## config.mk

```make
export PLATFORM = sky130hd
export DESIGN_NAME = json_nesting_end_finder
export DESIGN_NICKNAME = d
export VERILOG_FILES = /design/src/sv/jnef_pkg.sv /design/src/sv/json_nesting_end_finder.sv
export SDC_FILE = /design/constraint.sdc
export NUM_CORES = 1
export LEC_CHECK = 0
export ABC_AREA = 1
export BUFFER_PORTS_ARGS = -buffer_cell sky130_fd_sc_hd__buf_2
export CAP_MARGIN = 15
export CORE_MARGIN = 2
export CORE_UTILIZATION = 50
export CTS_CLUSTER_SIZE = 30
export DETAILED_ROUTE_END_ITERATION = 6
export PLACE_DENSITY = 0.69
export SYNTH_ARGS = -nofsm -noshare
export SYNTH_HDL_FRONTEND = slang
export SYNTH_SLANG_ARGS = --single-unit
```

## constraint.sdc

```tcl
create_clock -name clk_i -period 10.37 [get_ports clk_i]
set_input_delay 1.5555 -clock clk_i [delete_from_list [all_inputs] [get_ports clk_i]]
set_output_delay 1.5555 -clock clk_i [all_outputs]
set_load 0.05 [all_outputs]
```

## src/sv/jnef_pkg.sv

```systemverilog
// Shared constants for the JSON nesting end finder: field widths,
// status codes and the JSON delimiter bytes. No dependencies.
`default_nettype none

package jnef_pkg;

  localparam int MAX_DEPTH = 64;
  localparam int MAX_LEN   = 4096;

  localparam int DEPTH_W = $clog2(MAX_DEPTH + 1);
  localparam int LEN_W   = 13;
  localparam int STAT_W  = 2;
  localparam int BYTE_W  = 8;

  localparam int IN_DATA_W  = 8;
  localparam int IN_USER_W  = 1;
  localparam int OUT_DATA_W = 16;

  localparam logic [STAT_W-1:0] ST_OPEN = 2'd0;
  localparam logic [STAT_W-1:0] ST_DONE = 2'd1;
  localparam logic [STAT_W-1:0] ST_ERR  = 2'd2;
  localparam logic [STAT_W-1:0] ST_IDLE = 2'd3;

  localparam logic [BYTE_W-1:0] CH_LBRACE = 8'h7B;
  localparam logic [BYTE_W-1:0] CH_LBRACK = 8'h5B;
  localparam logic [BYTE_W-1:0] CH_RBRACE = 8'h7D;
  localparam logic [BYTE_W-1:0] CH_RBRACK = 8'h5D;
  localparam logic [BYTE_W-1:0] CH_QUOTE  = 8'h22;
  localparam logic [BYTE_W-1:0] CH_BSLASH = 8'h5C;
  localparam logic [BYTE_W-1:0] CH_NUL    = 8'h00;

  typedef logic [MAX_DEPTH-1:0] stack_t;

endpackage

`default_nettype wire

```

## src/sv/json_nesting_end_finder.sv

```systemverilog
// JSON nesting end finder: scans one JSON value a byte per word and reports
// where its outermost bracket closes. Depends on jnef_pkg.
//
// Usage:
//   Input stream: one text byte per word in s_axis_tdata[7:0]; s_axis_tuser[0]
//   marks the first byte of a value, which must be '{' or '['. A start while
//   a scan runs abandons that scan.
//   Output stream: one result word per input word, status in m_axis_tdata[1:0]
//   (0 open, 1 complete, 2 error, 3 idle) and byte count in [14:2].
//   Each byte passes the input register, then the result register. Throughput is
//   one byte per clock while the receiver keeps up; the whole decision for a byte
//   fits between the two registers, and the bracket kinds sit in a shift-register
//   stack whose top is always bit 0, so a closer is checked without a memory read.
//   Errors: bad first byte, zero byte, mismatched or unopened closer, nesting
//   beyond MAX_DEPTH, or MAX_LEN bytes without completion. After complete or
//   error every word reports idle with length 0 until the next start.
//   Reset clears the scan state and both valid flags; the stack needs none.
//   When the receiver stalls, the result word holds and the input register
//   fills; s_axis_tready drops only once both are occupied.
`default_nettype none

module json_nesting_end_finder (
  input  logic                            clk_i,
  input  logic                            rst_ni,
  input  logic                            s_axis_tvalid,
  output logic                            s_axis_tready,
  input  logic [jnef_pkg::IN_DATA_W-1:0]  s_axis_tdata,   // [7:0] data_byte
  input  logic [jnef_pkg::IN_USER_W-1:0]  s_axis_tuser,   // [0] start_req
  output logic                            m_axis_tvalid,
  input  logic                            m_axis_tready,
  output logic [jnef_pkg::OUT_DATA_W-1:0] m_axis_tdata    // [1:0] status, [14:2] length, [15] 0
);
  import jnef_pkg::*;

  // input register
  logic              in_vld_q;
  logic [BYTE_W-1:0] in_byte_q;
  logic              in_start_q;

  // scan state
  logic [DEPTH_W-1:0] depth_q, depth_d;
  logic               inq_q, inq_d;
  logic               esc_q, esc_d;
  logic               active_q, active_d;
  logic [LEN_W-1:0]   cnt_q, cnt_d;
  stack_t             stack_q, stack_d;

  // result register
  logic              out_vld_q;
  logic [STAT_W-1:0] out_stat_q, stat_c;
  logic [LEN_W-1:0]  out_len_q, len_c;

  logic out_ready, adv, in_acc;
  logic push_en, pop_en, push_bit;

  assign out_ready     = !out_vld_q || m_axis_tready;
  assign adv           = in_vld_q && out_ready;
  assign s_axis_tready = !in_vld_q || out_ready;
  assign in_acc        = s_axis_tvalid && s_axis_tready;

  always_comb begin
    logic [DEPTH_W-1:0] depth_e;
    logic               inq_e, esc_e;
    logic [LEN_W-1:0]   cnt_e, cnt_n;
    logic               is_open, is_close, want, ended;

    depth_e  = in_start_q ? '0 : depth_q;
    inq_e    = in_start_q ? 1'b0 : inq_q;
    esc_e    = in_start_q ? 1'b0 : esc_q;
    cnt_e    = in_start_q ? '0 : cnt_q;
    cnt_n    = cnt_e + LEN_W'(1);
    is_open  = (in_byte_q == CH_LBRACE) || (in_byte_q == CH_LBRACK);
    is_close = (in_byte_q == CH_RBRACE) || (in_byte_q == CH_RBRACK);
    want     = (in_byte_q == CH_RBRACK);
    ended    = 1'b0;

    depth_d  = depth_q;
    inq_d    = inq_q;
    esc_d    = esc_q;
    active_d = active_q;
    cnt_d    = cnt_q;
    stat_c   = ST_OPEN;
    len_c    = cnt_n;
    push_en  = 1'b0;
    pop_en   = 1'b0;
    push_bit = (in_byte_q == CH_LBRACK);

    if (!in_start_q && !active_q) begin
      stat_c = ST_IDLE;
      len_c  = '0;
    end else if (in_start_q && !is_open) begin
      stat_c   = ST_ERR;
      len_c    = LEN_W'(1);
      cnt_d    = LEN_W'(1);
      depth_d  = '0;
      inq_d    = 1'b0;
      esc_d    = 1'b0;
      active_d = 1'b0;
    end else begin
      cnt_d    = cnt_n;
      depth_d  = depth_e;
      inq_d    = inq_e;
      esc_d    = esc_e;
      active_d = 1'b1;
      if (in_byte_q == CH_NUL) begin
        ended  = 1'b1;
        stat_c = ST_ERR;
      end else if (inq_e) begin
        if (esc_e) begin
          esc_d = 1'b0;
        end else if (in_byte_q == CH_BSLASH) begin
          esc_d = 1'b1;
        end else if (in_byte_q == CH_QUOTE) begin
          inq_d = 1'b0;
        end
      end else if (in_byte_q == CH_QUOTE) begin
        inq_d = 1'b1;
      end else if (is_open) begin
        if (depth_e >= DEPTH_W'(MAX_DEPTH)) begin
          ended  = 1'b1;
          stat_c = ST_ERR;
        end else begin
          push_en = 1'b1;
          depth_d = depth_e + DEPTH_W'(1);
        end
      end else if (is_close) begin
        // top of stack is bit 0; a fresh start has depth 0 so it is unused
        if (depth_e == '0 || stack_q[0] != want) begin
          ended  = 1'b1;
          stat_c = ST_ERR;
        end else begin
          pop_en  = 1'b1;
          depth_d = depth_e - DEPTH_W'(1);
          if (depth_e == DEPTH_W'(1)) begin
            ended  = 1'b1;
            stat_c = ST_DONE;
          end
        end
      end
      if (!ended && cnt_n >= LEN_W'(MAX_LEN)) begin
        ended  = 1'b1;
        stat_c = ST_ERR;
      end
      if (ended) begin
        active_d = 1'b0;
      end
    end
  end

  always_comb begin
    stack_d = stack_q;
    if (push_en) begin
      stack_d = (stack_q << 1) | stack_t'(push_bit);
    end else if (pop_en) begin
      stack_d = stack_q >> 1;
    end
  end

  always_ff @(posedge clk_i or negedge rst_ni) begin
    if (!rst_ni) begin
      in_vld_q  <= 1'b0;
      out_vld_q <= 1'b0;
      depth_q   <= '0;
      inq_q     <= 1'b0;
      esc_q     <= 1'b0;
      active_q  <= 1'b0;
      cnt_q     <= '0;
    end else begin
      if (in_acc) begin
        in_vld_q <= 1'b1;
      end else if (adv) begin
        in_vld_q <= 1'b0;
      end
      if (adv) begin
        out_vld_q <= 1'b1;
        depth_q   <= depth_d;
        inq_q     <= inq_d;
        esc_q     <= esc_d;
        active_q  <= active_d;
        cnt_q     <= cnt_d;
      end else if (m_axis_tready) begin
        out_vld_q <= 1'b0;
      end
    end
  end

  always_ff @(posedge clk_i) begin
    if (in_acc) begin
      in_byte_q  <= s_axis_tdata[BYTE_W-1:0];
      in_start_q <= s_axis_tuser[0];
    end
    if (adv) begin
      stack_q    <= stack_d;
      out_stat_q <= stat_c;
      out_len_q  <= len_c;
    end
  end

  assign m_axis_tvalid = out_vld_q;
  assign m_axis_tdata  = {1'b0, out_len_q, out_stat_q};

  // checks
  a_depth_bound: assert property (@(posedge clk_i) disable iff (!rst_ni)
    depth_q <= DEPTH_W'(MAX_DEPTH))
    else $error("nesting depth beyond stack size");

  a_len_bound: assert property (@(posedge clk_i) disable iff (!rst_ni)
    cnt_q <= LEN_W'(MAX_LEN))
    else $error("byte count beyond length limit");

  a_esc_in_str: assert property (@(posedge clk_i) disable iff (!rst_ni)
    esc_q |-> inq_q)
    else $error("escape pending outside a string");

  a_idle_len: assert property (@(posedge clk_i) disable iff (!rst_ni)
    (out_vld_q && out_stat_q == ST_IDLE) |-> (out_len_q == '0))
    else $error("idle result with nonzero length");

  a_active_drop: assert property (@(posedge clk_i) disable iff (!rst_ni)
    (adv && active_q && !in_start_q && !active_d) |=>
      (out_stat_q == ST_DONE || out_stat_q == ST_ERR))
    else $error("scan ended without complete or error");

endmodule

`default_nettype wire
```

## Word level (Yosys, flattened, before mapping)

Index checks and enable logic that the tools add are counted.

- Register bits: 113
- Output and inout bits: 18
- Word-level logic and storage cells: 123

- Add/subtract/negate cells: 3
- Order comparisons: 2
- Eq/ne operators: 8
- Multiplexer cells: 71
- Bitwise operators: 2
- Reduce and logical (&&, ||, !) cells: 24

Operators by type and width:

| operator | count |
|---|---|
| $mux W64 | 2 |
| $or A64 B1 Y64 | 1 |
| $mux W7 | 9 |
| $mux W1 | 52 |
| $eq A8 B7 Y1 const B | 5 |
| $mux W13 | 2 |
| $add A13 B1 Y13 const B | 1 |
| $ge A13 B13 Y1 const B | 1 |
| $mux W2 | 6 |
| $eq A8 B6 Y1 const B | 1 |
| $logic_not A8 Y1 | 1 |
| $add A7 B1 Y7 const B | 1 |
| $eq A7 B1 Y1 const B | 1 |
| $ge A7 B7 Y1 const B | 1 |
| $logic_not A7 Y1 | 1 |
| $sub A7 B1 Y7 const B | 1 |
| $logic_not A1 Y1 | 6 |
| $reduce_bool A2 Y1 | 3 |
| $logic_and A1 B1 Y1 | 5 |
| $logic_or A1 B1 Y1 | 5 |
| $reduce_and A2 Y1 | 2 |
| $reduce_or A4 Y1 | 1 |
| $ne A1 B1 Y1 | 1 |
| $not A1 Y1 | 1 |

## Depth between registers and ports, before layout

Gate-level depths: netlist (run 1).

- Depth after elaboration: 18
- Mapped depth: 14
- Depth with buffers taken out: 14

## Worst setup path before layout (run 1)

OpenSTA, ideal clock, no wires.

- Kind: input to register
- Start point: in m_axis_tready
- End point: reg stack_q[0] (enable)
- Arrival time: 4.897 ns
- Required time: 9.863 ns
- Path slack: 4.966 ns
- Stages: 4
- Buffers on the path: 0
- Cells stage by stage: inv_1 -> nand2_1 -> nand2_1 -> a21oi_1

- Cells in the longest elaborated chain, start to end: 3

Ends and longest elaborated chain:

| what | line | source |
|---|---|---|
| start: declaration | json_nesting_end_finder.sv:30 | `input logic m_axis_tready,` |
| $logic_or A1 B1 Y1 | json_nesting_end_finder.sv:56 | `assign out_ready = !out_vld_q \|\| m_axis_tready;` |
| $logic_and A1 B1 Y1 | json_nesting_end_finder.sv:57 | `assign adv = in_vld_q && out_ready;` |
| $reduce_and A2 Y1 (no line) | n/a |  |
| end signal: assignment | json_nesting_end_finder.sv:193 | `stack_q <= stack_d;` |
| end: declaration | json_nesting_end_finder.sv:46 | `stack_t stack_q, stack_d;` |

Every way passes these cells.
A chain may end at the register's enable or synchronous reset.

## Worst setup path in the final report (run 1)

- Start point: reg in_start_q
- End point: reg stack_q[56] (enable)

- Cells in the longest elaborated chain, start to end: 13
- Elaborated cells on any way between the ends: 25
- Classes of those cells: 1 x order compare; 17 x mux; 7 x reduce/logical

Ends and longest elaborated chain:

| what | line | source |
|---|---|---|
| start: declaration | json_nesting_end_finder.sv:38 | `logic in_start_q;` |
| start signal: assignment | json_nesting_end_finder.sv:190 | `in_start_q <= s_axis_tuser[0];` |
| branches (longest 11 deep; another with $ge A7 B7 Y1) | n/a |  |
| $reduce_bool A2 Y1 (no line) (*) | n/a |  |
| $reduce_and A2 Y1 (no line) (*) | n/a |  |

Mark *: on every way between the ends.

==> results by stage, run 1 <==
Power:
- The internal power of the cells is 0.913 mW.
- The net switching share of the total power is 24.1%.
- The net switching power of the design is 0.289 mW.
- Per report_power, the combinational group accounts for 7.7% of the total.
- Registers are responsible for 43.0% of the overall power.
- After layout, the design draws a total of 1.20 mW.
- The static power due to leakage is 2.73 nW.
- The worst supply voltage drop on vdd is 0.113 mV.
- The power density over the cells is 191 nW/um^2.
- In this run, the clock network consumes 49.3% of the power.

Route:
- The total iterations of the first detailed-routing run is 5.
- The detail route stage leaves a number of antenna-violating nets equal to 0.
- For this block, the routed nets add up to 10.7 mm of wire.
- For this run, design rule violations remaining after detail routing come to 0.
- The detailed router finished its first iteration with 374 violations.
- The routed layout has 4052 vias.
- The detailed-route wire length per cell is 13.4 um.
- The via density per instance is 5.09.

Cells and area:
- 0 antenna diodes ended up in the layout.
- The share of final-layout standard cells stronger than drive strength 1 is 11.1%.
- The area added between synthesis and finish is 15.8%.
- The library cell used most frequently in the layout, excluding fill and tap cells, is nand2_1.
- The top cell types in the final layout, fill and taps aside, are nand2_1, edfxtp_1, inv_1.
- Once layout is complete, the utilization of the core stands at 58.6%.
- The number of nets in the layout is 660.

STA:
- Setup violations remaining at the end of the flow were counted as 0.
- The total negative setup slack is 0 ns.
- The number of max-slew violations in the final report is 0.
- The worst clock skew is 0.0107 ns.
- Setup repair after global routing left no endpoint under its margin.
- The final period utilization is 35.0%.
- The number of hold violations in the final report is 0.
- The minimum period implied by the final worst setup slack is 3.62 ns.
- For the pin with the worst max-slew slack, the measured transition is 0.961 ns.
- The headroom to the max-slew limit is 35.7%.
- The highest achievable clock rate is 276 MHz.

Floorplanning:
- The number of cell rows is 38.
- The standard cell core area is 10700 um^2.
- The floorplan step defined a die boundary enclosing 11700 um^2.
- The die is 108 um tall.
- Pin placement for this block handled 31 I/O pins.
- The initial core utilization is 50.6%.
- The width of the chip is 108 um.

Clock network:
- The clock root buffer is clkbuf_8.
- Buffers inserted to repair hold after CTS numbered 0.
- The total number of clock tree sinks is 113.
- The H-tree generated during clock tree synthesis spans 4 levels.
- At the later pin of the worst-skew pair, clock insertion delay measures 0.52 ns.
- The number of gates resized after CTS was 0.
- TritonCTS built the clock tree.
- After clock tree synthesis, the setup repair step added 0 buffers.
- Clock tree synthesis inserted a total of 17 buffers.
- No sink is reached through more buffers than the 2 on the longest clock path.
- After clock tree synthesis, the clock-pin slew on the worst setup and hold paths is 0.06 ns.

Yosys:
- After Yosys synthesis, full adders, half adders and majority gates account for 0.921% of the synthesized area.
- The most frequently used flop master after synthesis is edfxtp_1.
- Each instance of the synthesized netlist takes up on average 8.90 um^2.
- By area the synthesized netlist is led by edfxtp_1, nand2_1, dfrtp_1.
- The largest total area in the synthesized netlist belongs to edfxtp_1.
- In this run, synthesis inferred 88 flip-flops with an integrated enable.
- Counting distinct cell types in the post-synthesis netlist gives 32.
- Of the synthesized area, sequential elements account for 60.1%.
- The synthesized netlist devotes 1.45% of its cell area to XOR and XNOR gates.
- The proportion of register bits with asynchronous set or reset after synthesis is 22.1%.
- The total of flip-flops plus latches after synthesis is 113.
- The synthesized cell area is 5440 um^2.
- Of the total synthesized cell area, the portion taken by AND, OR, NAND and NOR gates is 27.0%.
- For this run, the number of Yosys warnings is 0.
- The number of standard cells after synthesis is 611.
- The share of the synthesized area in the top cell type is 48.6%.
- The multiplexer area fraction after synthesis is 0%.
- After synthesis, the largest family of logic cells by area is simple AND/OR/NAND/NOR gates.
- The share of the synthesized area in compound gates (AO/OA/AOI/OAI) is 4.28%.
- The number of nets handed over by synthesis was 628.

Setup path:
- The last element of the critical path is stack_q[56].
- The number of cells on the worst reg-to-reg path is 8.
- The setup check on the worst reg-to-reg path leaves a slack of 6.75 ns.
- The startpoint of the lowest-slack register-to-register path is in_start_q.
- By startpoint and endpoint, the worst setup path is classified as register to register.
- The category of the worst setup path capture point is a register.
- The top fanout value on the critical path is 64.
- The worst endpoint data arrival time is 3.76 ns.
- The endpoint identified for the worst register-to-register timing path is stack_q[56].
- The beginning of the critical path is in_start_q.
- For the worst setup path, the data required time is 10.50 ns.
- The type of element launching the critical path is a register.

Global routing:
- The first global-routing pass estimated 18.3 mm of wire.
- The number of global-route vias before repair was 3970.
- Across every metal layer, demand over resource in global routing totals 20.0%.
- After global routing the overflow that remains totals 0.
- The number of antenna violations at the first check in global routing is 0.
- Entering global routing, the biggest net connects 65 pins.

Placement:
- The final weighted congestion of routability-driven global placement is 0.831.
- The HPWL after detailed placement is 6.93 mm.
- The count of buffers inserted at the top-level ports is 29.

Hold path:
- The path type of the worst min-delay path is register to register.
- The worst hold path was traced through 2 stages.
- The startpoint of the most critical hold path is cnt_q[2].

Run:
- The tool flagged a number of max-cap violations equal to 0.

Status:
- The flow ran to the end, and the final reports show no timing, DRC or antenna violations.
[kinds of logic after synthesis]
family / after synthesis
buf+inv: 81
simple gates: 358
xor+xnor: 9
flops: 113
other cells: 1
compound gates: 45
fa+ha+maj: 4
[power groups by stage]
stage / Combinational, mW / Sequential [mW] / Clock (mW)
5_1_grt: 0.101 / 0.519 / 0.620
3_3_place_gp: 0.0909 / 0.525 / 0
6_report: 0.0924 / 0.517 / 0.593
3_5_place_dp: 0.0927 / 0.526 / 0
4_1_cts: 0.0930 / 0.517 / 0.601
2_1_floorplan: 0.0413 / 0.551 / 0
[sequential cells by signal (all words and copies together), names as in the netlist]
register,flops
in_vld_q,1
inq_q,1
out_len_q,13
esc_q,1
in_start_q,1
in_byte_q,8
out_stat_q,2
m_axis_tvalid,1
cnt_q,13
depth_q,7
stack_q,64
active_q,1
[how the worst min path moves through the flow]
stage,to,slack [ns]
after floorplan,depth_q[4],0.45
after global placement,cnt_q[2],0.47
after detailed placement,depth_q[4],0.48
after CTS,depth_q[4],0.49
after global routing,cnt_q[2],0.52
final,cnt_q[2],0.49
[area by class of cell]
class,count,area [um^2]
clock buffer,17,414
tap,140,175
fill,954,4450
clock inverter,15,191
inverter,61,229
multi-input combinational,417,1840
timing repair buffer,33,175
sequential,113,3270
[cells in the mapped netlist, types with 2 or more instances]
| cell type | instances |
|---|---|
| nor3_1 | 3 |
| nand3_2 | 2 |
| nor3_4 | 2 |
| nand3_1 | 27 |
| o21ai_0 | 36 |
| clkbuf_1 | 9 |
| nor2_1 | 54 |
| o21ai_1 | 3 |
| nand2_1 | 256 |
| nor4_1 | 2 |
| inv_1 | 58 |
| ha_1 | 4 |
| nand4_1 | 5 |
| dfrtp_1 | 25 |
| inv_2 | 3 |
| nor2_4 | 2 |
| xor2_1 | 8 |
| edfxtp_1 | 88 |
| a21oi_1 | 3 |
| buf_4 | 8 |
| buf_2 | 2 |
[per-stage QoR]
stage               area, um^2  instances  hold WS, ns  worst slack (ns)
CTS                       6300        796        0.489              6.76
detailed placement        5690        764        0.475              6.77
global placement          5690        764        0.467              6.78
finish                    6300        796        0.486              6.75
global route              6300        796        0.523              6.52
floorplan                 5440        611        0.449              4.97
[layer usage]
layer | wire length, um | track usage (%) | vias up
li1 | - | - | 2028
met1 | 5010 | 27.0 | 1923
met2 | 5060 | 31.1 | 89
met3 | 447 | 5.61 | 12
met4 | 147 | 7.14 | 0
met5 | 0 | 0 | -
[critical path, stage by stage, from the launching register on]
cell,delay [ns]
edfxtp_1,0.79
nor2_1,0.42
nor3_4,0.31
nand3_2,0.12
nor2_4,0.09
buf_4,0.48
inv_1,0.19
a21oi_4,0.15
buf_4,0.67
Power figures use the tool's default switching activity.
==> inputs of run 2 (changes only) <==
- ABC_AREA: 1 -> 0
- clock period: 10.37 -> 3.45 ns (I/O delays scaled with it)
==> results by stage, run 2 <==
Floorplanning:
- The height of the die is 110 um (was 108 um).
- The initial core utilization is 51.6% (was 50.6%).
- The standard cell core area is 10900 um^2 (was 10700 um^2).
- The number of cell rows is 38 (unchanged).
- The width of the chip came to 110 um (was 108 um).
- The I/O pin total is 31 (unchanged).
- The area enclosed by the die boundary is 12100 um^2 (was 11700 um^2).

Power:
- The power density over the cells came to 562 nW/um^2 (was 191 nW/um^2).
- The worst supply voltage drop on vdd is 0.314 mV (was 0.113 mV).
- The total power of the final layout is 3.59 mW (was 1.20 mW).
- The static power due to leakage came to 2.28 nW (was 2.73 nW).

Clock network:
- The number of gates resized after cts came to 0 (unchanged).
- The clock slew seen by the registers of the worst setup and hold paths was 0.05 ns (was 0.06 ns).
- The number of CTS-inserted buffers was 17 (unchanged).
- The clock root buffer is clkbuf_16 (was clkbuf_8).
- The cts-stage hold buffer count is 0 (unchanged).
- The total number of clock tree sinks came to 113 (unchanged).
- The clock latency at the later pin of the worst-skew pair came to 0.41 ns (was 0.52 ns).
- The clock tree from TritonCTS was built (unchanged).
- The maximum buffer depth of the clock tree is 2 (unchanged).
- The deepest level of the CTS H-tree came to 4 (unchanged).
- The buffer count from post-CTS setup fixing is 0 (unchanged).

Yosys:
- The most frequently used flop master after synthesis is edfxtp_1 (unchanged).
- The proportion of register bits with asynchronous set or reset after synthesis is 22.1% (unchanged).
- Dominant cells by area after synthesis: edfxtp_1, mux2_2, dfrtp_1 (was edfxtp_1, nand2_1, dfrtp_1).
- The largest area contributor in the netlist is edfxtp_1 (unchanged).
- The register area share after synthesis is 58.0% (was 60.1%).
- The post-synth net total is 469 (was 628).
- The per-instance average area after synthesis was 12.5 um^2 (was 8.90 um^2).
- The total of flip-flops plus latches after synthesis was 113 (unchanged).
- The most used standard cell by instance count after synthesis was edfxtp_1 (was nand2_1).
- Commonest cells post-synth: edfxtp_1, mux2_2, nand2_1, nor2_1, o21ai_0 (was nand2_1, edfxtp_1, inv_1, nor2_1, o21ai_0).
- The number of distinct library cells after synthesis is 61 (was 32).
- The count of flip-flops with a built-in enable after synthesis came to 88 (unchanged).
- The share of the synthesized area in the top cell type is 46.9% (was 48.6%).
- The total number of yosys warnings is 0 (unchanged).
- The synthesized cell area is 5640 um^2 (was 5440 um^2).
- The number of standard cells after synthesis is 452 (was 611).

Route:
- The detailed-route wire length per cell is 16.2 um (was 13.4 um).
- The number of remaining DRC errors is 0 (unchanged).
- The count of antenna-violating nets left after detailed routing is 0 (unchanged).
- The number of design-rule violations left by the first detailed-router iteration is 194 (was 374).
- The count of vias placed by the detailed router came to 3647 (was 4052).
- The via density per instance was 5.78 (was 5.09).
- The wire length after detailed routing is 10.2 mm (was 10.7 mm).
- The total iterations of the first detailed-routing run is 5 (unchanged).

Cells and area:
- The number of flip-flops in the largest register is 64 (unchanged).
- The final core area utilization is 58.5% (was 58.6%).
- The commonest non-fill, non-tap cell in the layout is edfxtp_1 (was nand2_1).
- The diode insertion count for antenna repair was 0 (unchanged).
- The post-layout instance count excluding filler cells is 631 (was 796).
- The largest register by flop count is stack_q (unchanged).
- The area added between synthesis and finish is 13.4% (was 15.8%).
- The number of nets in the layout is 495 (was 660).
- The share of final-layout standard cells stronger than drive strength 1 is 28.1% (was 11.1%).
- Registers with the most flip-flops: stack_q: 64 flops, cnt_q: 13 flops, out_len_q: 13 flops (unchanged).
- The design area is 6400 um^2 (was 6300 um^2).
- The total of fill cells in the finished design is 905 (was 954).
- Commonest cells after routing, fill and taps aside: edfxtp_1, mux2_2, nand2_1 (was nand2_1, edfxtp_1, inv_1).

STA:
- The worst hold slack after final layout is 0.123 ns (was 0.486 ns).
- The number of max-slew violations in the final report is 0 (unchanged).
- The total negative setup slack is 0 ns (unchanged).
- The headroom to the max-slew limit is 49.5% (was 35.7%).
- The smallest setup slack after layout is 0.626 ns (was 6.75 ns).
- Setup repair after global routing missed its margin: false (unchanged).
- The highest achievable clock rate was 354 MHz (was 276 MHz).
- The number of hold violations in the final report is 0 (unchanged).
- The final period utilization was 81.9% (was 35.0%).
- The minimum period implied by the final worst setup slack is 2.82 ns (was 3.62 ns).
- The final setup violation count is 0 (unchanged).
- The slew at the pin closest to its max-slew limit was 0.757 ns (was 0.961 ns).
- The worst clock skew was 0.0103 ns (was 0.0107 ns).

Setup path:
- The required time at the endpoint of the critical path is 3.52 ns (was 10.50 ns).
- The worst reg2reg path endpoint is stack_q[41] (was stack_q[56]).
- The startpoint of the lowest-slack register-to-register path is in_start_q (unchanged).
- The type of element launching the critical path is a register (unchanged).
- The worst endpoint data arrival time is 2.89 ns (was 3.76 ns).
- Sequence of cells on the critical path: buf_4 > inv_1 > nand2_1 > ha_1 > nand2_1 > and3_1 > nand3_2 > a21o_1 > a21oi_4 > buf_12 (was nor2_1 > nor3_4 > nand3_2 > nor2_4 > buf_4 > inv_1 > a21oi_4 > buf_4).
- The start-to-end type of the worst setup path is register to register (unchanged).
- The internal reg-to-reg setup slack is 0.63 ns (was 6.75 ns).
- The kind of cell adding the most delay to the critical path is buffers and inverters (unchanged).
- The most frequent cell on the critical path is nand2_1 (was buf_4).
- The number of cells on the worst reg-to-reg path is 10 (was 8).
- The category of the worst setup path capture point is a register (unchanged).
- The buffers plus inverters on the worst setup path is 3 (unchanged).
- The largest stage delay on the critical path was 0.51 ns (was 0.79 ns).
- The cell with the biggest individual delay on the critical path is edfxtp_1 (unchanged).
- The top fanout value on the critical path is 64 (unchanged).

Placement:
- The cell count after placement is 599 (was 764).
- The count of buffers inserted at the top-level ports is 29 (unchanged).
- The post-detailed-placement half-perimeter wirelength was 6.62 mm (was 6.93 mm).
- The post-placement setup slack is 0.676 ns (was 6.77 ns).
- The final weighted congestion of routability-driven global placement is 0.854 (was 0.831).
- The cell area after placement is 5860 um^2 (was 5690 um^2).

Global routing:
- The wire length of the first global-routing pass is 17.1 mm (was 18.3 mm).
- The total global-route track usage is 18.7% (was 20.0%).
- The global route total overflow is 0 (unchanged).
- The number of global-route vias before repair came to 3587 (was 3970).
- The number of antenna violations at the first check in global routing is 0 (unchanged).
- The maximum number of pins on one net before global-route repair is 66 (was 65).

Status:
- Status: finished, final reports clean (unchanged).

Hold path:
- The path type of the worst min-delay path is input pin to asynchronous set/reset pin (was register to register).

Run:
- The reported max-cap violation count is 0 (unchanged).
[run 2: final cells by class]
type | instances | area, um^2 | area share (%)
timing repair buffer | 36 | 210 | 3.29
clock buffer | 25 | 475 | 7.43
inverter | 13 | 48.8 | 0.763
multi-input combinational | 297 | 2150 | 33.7
sequential | 113 | 3270 | 51.1
tap | 140 | 175 | 2.74
clock inverter | 7 | 63.8 | 0.998
[run 2: worst max-delay path by stage]
stage               start  depth (start not counted)           to
2_1_floorplan  in_start_q                         11   stack_q[0]
3_3_place_gp   in_start_q                         10  stack_q[24]
3_5_place_dp   in_start_q                          9  stack_q[41]
4_1_cts        in_start_q                         10  stack_q[41]
5_1_grt        in_start_q                         10  stack_q[41]
6_report       in_start_q                         10  stack_q[41]
[run 2: cells by family after synthesis]
logic type | synth area share, %
AND/OR/NAND/NOR | 12.7
flip-flops | 58.0
AO/OA/AOI/OAI | 9.01
multiplexers | 13.6
buffers and inverters | 4.15
XOR/XNOR | 1.55
adder cells (fa/ha/maj) | 0.888
other | 0.0665
[run 2: power breakdown]
group | internal (mW) | switching, mW | total [mW]
clock | 1.02 | 0.561 | 1.58
combinational | 0.122 | 0.257 | 0.379
sequential | 1.54 | 0.0945 | 1.63
total | 2.68 | 0.913 | 3.59
[run 2: routing by layer]
layer  vias to the layer above  GRT usage, %  part of all wire (%)
met5                         -             0                     0
met4                         0          10.1                   2.1
met3                        22          5.29                   4.8
met2                       110          28.5                    48
met1                      1768          24.1                    45
li1                       1747             -                     -
[run 2: worst register-to-register path, delay by kind of cell (launching register included)]
| family | cells | cell delay [ns] |
|---|---|---|
| AO/OA/AOI/OAI | 2 | 0.37 |
| adder cells (fa/ha/maj) | 1 | 0.27 |
| buffers and inverters | 3 | 0.65 |
| flip-flops | 1 | 0.51 |
| AND/OR/NAND/NOR | 4 | 0.65 |
